[src/design/ghh_ram.sv]
// Generic single-write, single-read RAM with registered read data.
module ghh_ram #(
   parameter int WIDTH = 16,
   parameter int DEPTH = 256
) (
   input  logic                     clock,
   input  logic                     wr_en,
   input  logic [$clog2(DEPTH)-1:0] wr_addr,
   input  logic [WIDTH-1:0]         wr_data,
   input  logic                     rd_en,
   input  logic [$clog2(DEPTH)-1:0] rd_addr,
   output logic [WIDTH-1:0]         rd_data
);

   logic [WIDTH-1:0] mem_ff [DEPTH];
   logic [WIDTH-1:0] rd_data_ff;

   // Write port
   always_ff @(posedge clock) begin
      if (wr_en) begin
         mem_ff[wr_addr] <= wr_data;
      end
   end

   // Registered read port
   always_ff @(posedge clock) begin
      if (rd_en) begin
         rd_data_ff <= mem_ff[rd_addr];
      end
   end

   assign rd_data = rd_data_ff;

endmodule

[config.mk]
export PLATFORM = sky130hd
export DESIGN_NAME = ghh_ram
export DESIGN_NICKNAME = d
export VERILOG_FILES = /design/src/design/ghh_ram.sv
export SDC_FILE = /design/constraint.sdc
export NUM_CORES = 2
export LEC_CHECK = 0
export ABC_AREA = 1
export BUFFER_PORTS_ARGS = -buffer_cell sky130_fd_sc_hd__buf_4
export CORE_MARGIN = 8
export CORE_UTILIZATION = 40
export CTS_CLUSTER_DIAMETER = 60
export DETAILED_ROUTE_END_ITERATION = 16
export GPL_ROUTABILITY_DRIVEN = 0
export HOLD_SLACK_MARGIN = 0.06
export MAX_ROUTING_LAYER = met4
export PLACE_DENSITY_LB_ADDON = 0.12
export SYNTH_ARGS = -nofsm -noshare
export SYNTH_HDL_FRONTEND = slang
export SYNTH_SLANG_ARGS = --single-unit
[constraint.sdc]
create_clock -name clock -period 6.3 [get_ports clock]
set_clock_uncertainty 0.2 [all_clocks]
set_input_delay 1.26 -clock clock [delete_from_list [all_inputs] [get_ports clock]]
set_output_delay 1.26 -clock clock [all_outputs]
set_load 0.005 [all_outputs]
==> flow_metrics.py <==
metrics = {
    "route": {
        "initialDrtViolationCount": 12700,
        "vias": 110000,
        "drc": 0,
        "wl_per_cell_um": 27.8,
        "ant_nets": 0,
        "dr.pass1.iters": 6,
        "via_per_inst": 5.60,
        "routed_wl_um": 544000,
    },
    "sta": {
        "fin_crit_sh_pct": 71.8,
        "setup_tns_ns": 0,
        "finalHoldWorstSlack_ns": 0.512,
        "worst_slew_pin_slew_ns": 1.28,
        "slew_viol_final": 0,
        "slew_headroom_pct": 14.4,
        "setup_viol": 0,
        "post-route-min-period_ns": 4.52,
        "rsz0062_at_grt": "no",
        "fin_ws_ns": 1.78,
        "clock.fmax_mhz": 221,
        "final_hold_viol_count": 0,
    },
    "die": {
        "fp.coreArea_um2": 413000,
        "ios": 51,
        "die_y_um": 660,
        "initial_core_util_pct": 40.2,
        "placementRows": 236,
        "dieWidth_um": 660,
        "dieArea_um2": 436000,
    },
    "synth": {
        "syn_nets": 13700,
        "synthFlopType": "edfxtp_1",
        "synth_edf_count": 4112,
        "synthArstFlopShare_pct": 0,
        "synth_top_area_cell": "edfxtp_1",
        "syn_area_um2": 166000,
        "synth_warnings": 0,
        "synth_area_leaders": "edfxtp_1 74%, nand3_1 12%, nand2_1 9.5%",
        "avgSynthCellArea_um2": 12.2,
        "ys_types": 14,
        "yosysMostFrequentCell": "nand2_1",
        "netlist_instances": 13600,
        "synth_seq_cells": 4112,
        "synth_common_cells": "4211 x nand2_1, 4112 x edfxtp_1, 4035 x nand3_1, 495 x buf_2, 283 x nor2_1",
        "synth_top_area_share_pct": 74.4,
        "ys_seq_area_share_pct": 74.4,
    },
    "placement": {
        "port-buffer-count": 50,
        "place_ws_ns": 0.815,
        "dp_hpwl_um": 303000,
        "placed_cell_area_um2": 173000,
        "dpl.cell_count": 18700,
    },
    "worst_setup_path": {
        "critPathArrivalTime_ns": 5.15,
        "crit_type": "in2reg",
        "path_cells": "buf_16 > inv_16 > buf_12 > buf_12 > nand2_1 > nand3_1 > nand3_1 > nand3_1 > nand3_1 > nand3_1 > nand3_1 > nand2_1 > nand2_1 > nand2_1",
        "worst_setup_path_start_kind": "primary input",
        "r2r_end": "rd_data[9]",
        "ff2ff_setup_slack_ns": 3.30,
        "cp_max_fo": 97,
        "slowest_stage": "nand3_1",
        "reg2reg_from": "mem_ff[107][9]",
        "crit_required_ns": 6.93,
        "reg2regPathDepth": 10,
        "endpoint_kind": "register",
        "path_common_cell": "nand3_1",
        "crit_path_max_incr_delay_ns": 0.51,
    },
    "job": {
        "maxCapViolCount": 0,
    },
    "finish": {
        "fin_cells": 19600,
        "finalNetCount": 13700,
        "area_growth_pct": 13.3,
        "fin_area_um2": 188000,
        "drive_gt1_share_pct": 9.13,
    },
    "cts": {
        "clock_path_buffers": 4,
        "h-tree-depth": 5,
        "cts_hold_buf": 0,
        "cts_tree": "done",
        "ctsRootBufferMaster": "clkbuf_16",
        "cts_setup_buffers": 0,
        "cts_buffers": 457,
        "cts.repair.resized": 0,
        "clk_latency_ns": 1.01,
        "cts.sinks": 4112,
        "clkTransAtPathRegs_ns": 0.06,
    },
    "grt": {
        "grt.overflow.total": 0,
        "grt_usage_pct": 24.9,
        "grt_max_degree": 167,
        "antenna_found_initial": 28,
        "grt_pass1_wl_um": 773000,
        "grt_pass1_vias": 105000,
    },
    "power": {
        "peakVddDrop_mv": 0.254,
        "power_leakage_uw": 0.0651,
        "p_per_area_nw_per_um2": 320,
    },
    "worst_hold_path": {
        "min_delay_path_depth": 1,
        "min_path_type": "in2reg",
        "worstHoldEndpoint": "mem_ff[79][7]",
        "hold_path.startpoint": "wr_data[7]",
    },
    "outcome": {
        "status": "completed",
    },
}
power by group:
part	leakage, uW	switching (uW)	internal, uW
logic	0.0211	2880	828
registers	0.0370	46.0	30200
clock network	0.00707	11100	15200
total	0.0651	14000	46200
routing by layer:
metal	GRT usage, %	vias to the layer above	part of all wire [%]
met5	-	-	0
met4	8.18	0	3.4
met3	3.36	856	7.2
met2	38.2	4442	46
met1	34.4	55500	43
li1	-	48900	-
through the flow:
| step | util (%) | total power, uW |
|---|---|---|
| floorplan | - | 32600 |
| detailed placement | 41.9 | 34500 |
| finish | 45.5 | 60200 |
| CTS | 45.5 | 60600 |
| global route | 45.5 | 61800 |
| global placement | 41.9 | 34500 |
cell type report:
type / count / area [um2]
clock buffers: 557 / 11900
inverters: 39 / 201
diodes: 24 / 60.1
repair buffers: 550 / 5420
fillers: 37100 / 225000
clock inverters: 284 / 2710
multi-input cells: 8529 / 37300
well taps: 5474 / 6850
flip-flops and latches: 4112 / 123000
cell usage in the layout, fill, tap and decap left out, types with 13 or more instances in the layout:
cell type	n
clkbuf_16	463
buf_8	19
clkbuf_1	94
diode_2	24
buf_12	88
nand2_2	16
nor2_2	81
inv_6	13
clkinv_1	117
buf_4	440
nand2_1	4195
nand3_1	4035
bufinv_16	42
clkinvlp_4	25
edfxtp_1	4112
clkinv_2	61
inv_1	32
nor2_1	202
logic make-up (layout without fill, tap and decap cells):
family        count (synthesis)  in the layout  share of synthesized area [%]
other cells                   0             24                              0
buf+inv                     976           1430                           3.21
flops                      4112           4112                           74.4
simple gates               8529           8529                           22.3
worst max-delay path: cells and delay by family:
kind / cells / cell delay (ns)
buffers and inverters: 4 / 1.40
and+or+nand+nor: 10 / 2.16
worst max-delay path by stage:
stage / slack (ns) / to / start
CTS: 1.88 / rd_data[15] / rd_addr[0]
global placement: 0.70 / rd_data[15] / rd_addr[0]
global route: 1.73 / rd_data[15] / rd_addr[0]
finish: 1.78 / rd_data[9] / rd_addr[0]
floorplan: 3.00 / mem_ff[162][0] / wr_en
detailed placement: 0.82 / rd_data[15] / rd_addr[0]
state kept, by name, indices dropped and copies added (netlist names):
| signal | count |
|---|---|
| mem_ff | 4096 |
| rd_data | 16 |
Note: power is estimated with default switching activity, not from simulation.
