==> src/design/ghh_pkg.sv <==
// Shared constants, register indexes and the controller state type for the height histogram.
package ghh_pkg;

   // Field and register widths
   localparam int Z_WIDTH   = 24;
   localparam int CFG_WIDTH = 16;

   // Parameter defaults
   localparam int BIN_COUNT_DEF   = 256;
   localparam int COUNT_WIDTH_DEF = 16;

   // Register indexes on the csr port
   localparam logic CSR_BIN_SIZE  = 1'b0;
   localparam logic CSR_MIN_COUNT = 1'b1;

   // Register reset values
   localparam logic [CFG_WIDTH-1:0] BIN_SIZE_RST  = 16'd100;
   localparam logic [CFG_WIDTH-1:0] MIN_COUNT_RST = 16'd10;

   // Output height limits
   localparam logic signed [Z_WIDTH-1:0] Z_MAX = 24'sh7FFFFF;
   localparam logic signed [Z_WIDTH-1:0] Z_MIN = 24'sh800000;

   // Controller states
   typedef enum logic [2:0] {
      ST_CLEAR,
      ST_IDLE,
      ST_DIV,
      ST_RD,
      ST_WR,
      ST_SCAN,
      ST_MUL,
      ST_OUT
   } state_type;

endpackage

==> src/design/ghh_div.sv <==
// Bit-serial restoring divider: unsigned height magnitude by bin size, one quotient bit a cycle.
module ghh_div
   import ghh_pkg::*;
(
   input  logic                 clock,
   input  logic                 reset,
   input  logic                 start,
   input  logic [Z_WIDTH-1:0]   dividend,
   input  logic [CFG_WIDTH-1:0] divisor,
   output logic                 done,
   output logic [Z_WIDTH-1:0]   quotient
);

   localparam int CW = $clog2(Z_WIDTH);
   localparam logic [CW-1:0] LAST_STEP = CW'(Z_WIDTH - 1);

   logic                 busy_ff, busy_in;
   logic                 done_ff, done_in;
   logic [CW-1:0]        cnt_ff, cnt_in;
   logic [CFG_WIDTH-1:0] rem_ff, rem_in;
   logic [Z_WIDTH-1:0]   quo_ff, quo_in;

   logic [CFG_WIDTH:0]   rem_sh;
   logic [CFG_WIDTH:0]   rem_sub;
   logic                 q_bit;

   // One restoring step: shift in the next dividend bit, subtract if it fits
   always_comb begin
      rem_sh  = {rem_ff, quo_ff[Z_WIDTH-1]};
      rem_sub = rem_sh - {1'b0, divisor};
      q_bit   = (rem_sh >= {1'b0, divisor});
   end

   // Step control
   always_comb begin
      busy_in = busy_ff;
      done_in = 1'b0;
      cnt_in  = cnt_ff;
      rem_in  = rem_ff;
      quo_in  = quo_ff;
      if (start) begin
         busy_in = 1'b1;
         cnt_in  = '0;
         rem_in  = '0;
         quo_in  = dividend;
      end else if (busy_ff) begin
         rem_in = q_bit ? rem_sub[CFG_WIDTH-1:0] : rem_sh[CFG_WIDTH-1:0];
         quo_in = {quo_ff[Z_WIDTH-2:0], q_bit};
         cnt_in = cnt_ff + 1'b1;
         if (cnt_ff == LAST_STEP) begin
            busy_in = 1'b0;
            done_in = 1'b1;
         end
      end
   end

   always_ff @(posedge clock) begin
      if (reset) begin
         busy_ff <= 1'b0;
         done_ff <= 1'b0;
         cnt_ff  <= '0;
      end else begin
         busy_ff <= busy_in;
         done_ff <= done_in;
         cnt_ff  <= cnt_in;
      end
   end

   // Datapath shift registers
   always_ff @(posedge clock) begin
      rem_ff <= rem_in;
      quo_ff <= quo_in;
   end

   assign done     = done_ff;
   assign quotient = quo_ff;

endmodule

==> config.mk <==
export PLATFORM = sky130hd
export DESIGN_NAME = ghh_div
export DESIGN_NICKNAME = d
export VERILOG_FILES = /design/src/design/ghh_pkg.sv /design/src/design/ghh_div.sv
export SDC_FILE = /design/constraint.sdc
export NUM_CORES = 1
export LEC_CHECK = 0
export BUFFER_PORTS_ARGS = -buffer_cell sky130_fd_sc_hd__buf_2
export CELL_PAD_IN_SITES_DETAIL_PLACEMENT = 0
export CELL_PAD_IN_SITES_GLOBAL_PLACEMENT = 2
export CORE_MARGIN = 2
export CORE_UTILIZATION = 33
export DETAILED_ROUTE_END_ITERATION = 6
export PLACE_DENSITY = 0.76
export RECOVER_POWER = 25
export SYNTH_ARGS = -nofsm -noshare
export SYNTH_HDL_FRONTEND = slang
export SYNTH_SLANG_ARGS = --single-unit
==> constraint.sdc <==
create_clock -name clock -period 3 [get_ports clock]
set_clock_uncertainty 0.1 [all_clocks]
set_input_delay 0.15 -clock clock [delete_from_list [all_inputs] [get_ports clock]]
set_output_delay 0.15 -clock clock [all_outputs]
set_load 0.05 [all_outputs]
==> summary.json <==
{
  "status": {"value": "finished with violations"},
  "violations_in_the_final_reports": {"value": "max-capacitance violations, max-slew violations"},
  "timing.final.crit_share": {"value": 91.6, "unit": "%"},
  "relSlewSlack": {"value": -29.6, "unit": "%"},
  "tns": {"value": 0, "unit": "ns"},
  "post_detail_place_hpwl": {"value": 5100, "unit": "um"},
  "ys.warnings.count": {"value": 0},
  "postCtsSetupBuffers": {"value": 0},
  "postSynthRegisterBits": {"value": 47},
  "final-instance-count-excl-fill": {"value": 473},
  "cts_tree": {"value": "done"},
  "synth_enable_flop_cells": {"value": 24},
  "post_synth_design_cell_area": {"value": 2940, "unit": "um^2"},
  "post_drt_via_cell_ratio": {"value": 5.00},
  "netlist_top_cells_area": {"value": "edfxtp_1, dfxtp_1, mux2_2, ha_1, mux2i_1"},
  "rsz0062_at_grt": {"value": "no"},
  "placed_cells": {"value": 464},
  "htree_num_levels": {"value": 2},
  "crit_path_max_fanout": {"value": 8},
  "yosysSeqAreaShare": {"value": 40.2, "unit": "%"},
  "finalWeightedCongestion": {"value": 0.808},
  "clk_transition_reported_paths": {"value": 0.10, "unit": "ns"},
  "yosysMostFrequentCell": {"value": "mux2_2"},
  "worst_hold_path_type": {"value": "input pin to flop"},
  "worst_path_dominant_cell_family": {"value": "compound AO/OA/AOI/OAI gates"},
  "floorplan.die_area": {"value": 9690, "unit": "um^2"},
  "drt-pass1-iter-count": {"value": 4},
  "cpMaxStageDelayCell": {"value": "a31oi_4"},
  "grt_max_degree": {"value": 38},
  "layout-area-overhead-vs-synth": {"value": 20.5, "unit": "%"},
  "antenna-diode-count": {"value": 0},
  "clk_path_buf_depth": {"value": 2},
  "nFillCells": {"value": 881},
  "placed_area": {"value": 3430, "unit": "um^2"},
  "end_kind": {"value": "flop"},
  "cpPeakStageDelay": {"value": 0.42, "unit": "ns"},
  "worst-endpoint-required": {"value": 3.10, "unit": "ns"},
  "antenna_violating_nets_post_route": {"value": 0},
  "die_h": {"value": 98.4, "unit": "um"},
  "cts_buffers": {"value": 5},
  "core.rowCount": {"value": 34},
  "final_max_slew_viol_count": {"value": 38},
  "design_power_total": {"value": 1.70, "unit": "mW"},
  "pwr_density_cell": {"value": 480, "unit": "nW/um^2"},
  "postSynthCellCount": {"value": 293},
  "irDropWorstVdd": {"value": 0.000253, "unit": "V"},
  "post_layout_inst_area": {"value": 3540, "unit": "um^2"},
  "start_util": {"value": 33.9, "unit": "%"},
  "design.portCount": {"value": 68},
  "max_cap_viol_count": {"value": 1},
  "synth.cells.most_frequent": {"value": "mux2_2, edfxtp_1, dfxtp_1, inv_1, nor2_1"},
  "r2r.worst_path.cells": {"value": 8},
  "timing.critical_path.buf_inv": {"value": 0},
  "area_of_the_multi_input_gates": {"value": 1620, "unit": "um^2"},
  "worstSkewPairLatency": {"value": 0.30, "unit": "ns"},
  "setup.worst_path.class": {"value": "flop to flop"},
  "seqCellArea": {"value": 1180, "unit": "um^2"},
  "async_flop_share": {"value": 0, "unit": "%"},
  "via_count": {"value": 2363},
  "clock.fmax": {"value": 364, "unit": "MHz"},
  "post_cts.resized_instances": {"value": 0},
  "leakagePower": {"value": 1.44, "unit": "nW"},
  "final_nets": {"value": 425},
  "hold-path-endpoint": {"value": "quotient[6]$_DFFE_PP_"},
  "synth_largest_area_cell": {"value": "edfxtp_1"},
  "grt_antenna_before_repair": {"value": 0},
  "period_minus_slack": {"value": 2.75, "unit": "ns"},
  "hp-start": {"value": "dividend[6]"},
  "synth-main-ff-cell": {"value": "edfxtp_1"},
  "synth.lib_cells_used.distinct": {"value": 60},
  "layout-drive-gt1-share": {"value": 32.9, "unit": "%"},
  "synthDominantCellAreaShare": {"value": 24.5, "unit": "%"},
  "avgRoutedWirePerCell": {"value": 14.3, "unit": "um"},
  "timing.reg2reg.setup_slack": {"value": 0.25, "unit": "ns"},
  "worstSetupStartpoint": {"value": "rem_ff[2]$_SDFFE_PP0P_"},
  "clock_tree.root_cell": {"value": "clkbuf_8"},
  "grt_pass1_vias": {"value": 2289},
  "groute.usage.overall": {"value": 14.1, "unit": "%"},
  "drc": {"value": 0},
  "cts.sink_count": {"value": 47},
  "die_extent_in_x": {"value": 98.4, "unit": "um"},
  "quantity_of_i_o_buffers_inserted_on_ports": {"value": 67},
  "drt_iter0_markers": {"value": 112},
  "postRouteWirelength": {"value": 6770, "unit": "um"},
  "finalSetupViolations": {"value": 0},
  "postSynthAreaPerCell": {"value": 10.0, "unit": "um^2"},
  "synth_fp_nets": {"value": 354},
  "worstPathArrival": {"value": 2.84, "unit": "ns"},
  "worst_r2r_startpoint": {"value": "rem_ff[2]$_SDFFE_PP0P_"},
  "worstSetupStartpointType": {"value": "flop"},
  "grt_overflow": {"value": 0},
  "first_pass_grt_wire_length": {"value": 11200, "unit": "um"},
  "worst_slew_pin_slew": {"value": 1.94, "unit": "ns"},
  "timing_hold_violations_final": {"value": 0},
  "core_area": {"value": 8680, "unit": "um^2"},
  "worst_hold_path.num_cells": {"value": 2},
  "timing.critical_path.cells": {"value": "ha_1 > nand3_2 > o21bai_1 > a21oi_1 > o21bai_2 > a31oi_4 > mux2_2 > a211oi_1"},
  "crit-reg2reg-capture": {"value": "rem_ff[0]$_SDFFE_PP0P_"}
}
==> cell type report <==
class / instances / share of cell area, %
sequential: 47 / 33.3
timing repair buffer: 76 / 11.6
inverter: 23 / 2.44
clock inverter: 3 / 1.31
tap: 108 / 3.81
multi-input combinational: 211 / 45.6
clock buffer: 5 / 1.94
==> stage by stage <==
stage	setup slack [ns]	utilization [%]	hold WS, ns
floorplan	0.376	-	0.122
finish	0.253	40.8	0.0460
global placement	0.385	39.5	0.235
detailed placement	0.278	39.5	0.239
CTS	0.262	40.9	0.0312
global route	0.0738	40.8	0.0320
==> cells by family after synthesis <==
kind of cell	Yosys count	synth area share [%]
compound gates	74	17.1
mux	37	13.7
fa+ha+maj	18	7.91
simple gates	69	12.3
xor+xnor	13	3.87
buf+inv	35	4.93
flops	47	40.2
==> sequential cells by signal (all words and copies together), names as in the netlist <==
name,flops
rem_ff,16
done,1
busy_ff,1
cnt_ff,5
quotient,24
==> layer usage <==
layer | part of all wire, % | wire length, um | vias to the layer above | global-route usage [%]
met5 | 0 | 0 | - | 0
met4 | 0.65 | 44 | 0 | 4.11
met3 | 4.8 | 328 | 4 | 2.41
met2 | 43 | 2940 | 60 | 22.4
met1 | 51 | 3450 | 1081 | 19.9
li1 | - | - | 1218 | -
==> power by group <==
part	internal [mW]	total [mW]	switching, mW
Clock	0.251	0.481	0.230
Sequential	0.732	0.757	0.0249
Combinational	0.168	0.464	0.296
==> placed cells by master, fill, tap and decap left out, types with 2 or more instances in the layout <==
cell type	count
a311oi_1	2
nor2_1	21
a21oi_1	17
clkbuf_8	5
a211oi_1	10
nor3_1	2
o21a_1	3
mux2_2	26
buf_4	6
a21o_1	4
o21ai_0	17
a31oi_1	2
o211ai_1	2
nand2_1	19
inv_1	23
dfxtp_1	23
nor3b_1	3
nand4_1	4
buf_2	65
nand2b_1	2
edfxtp_1	24
nor2b_1	2
xnor2_1	8
clkbuf_1	3
mux2i_1	11
ha_1	17
nor4_1	2
nand3b_1	2
xor2_1	5
==> how the worst max path moves through the flow <==
| stage | to | slack (ns) | cells after the start |
|---|---|---|---|
| 5_1_grt | rem_ff[9]$_SDFFE_PP0P_ | 0.07 | 9 |
| 3_3_place_gp | rem_ff[13]$_SDFFE_PP0P_ | 0.38 | 9 |
| 3_5_place_dp | rem_ff[0]$_SDFFE_PP0P_ | 0.28 | 8 |
| 6_report | rem_ff[0]$_SDFFE_PP0P_ | 0.25 | 8 |
| 4_1_cts | rem_ff[0]$_SDFFE_PP0P_ | 0.26 | 8 |
| 2_1_floorplan | rem_ff[0]$_SDFFE_PP0P_ | 0.38 | 9 |
==> timing repair <==
action                                  CTS  global route
endpoints found under the setup margin    0             0
endpoints found under the hold margin     1             0
hold buffers                              1             0
Note: power is estimated with default switching activity, not from simulation.
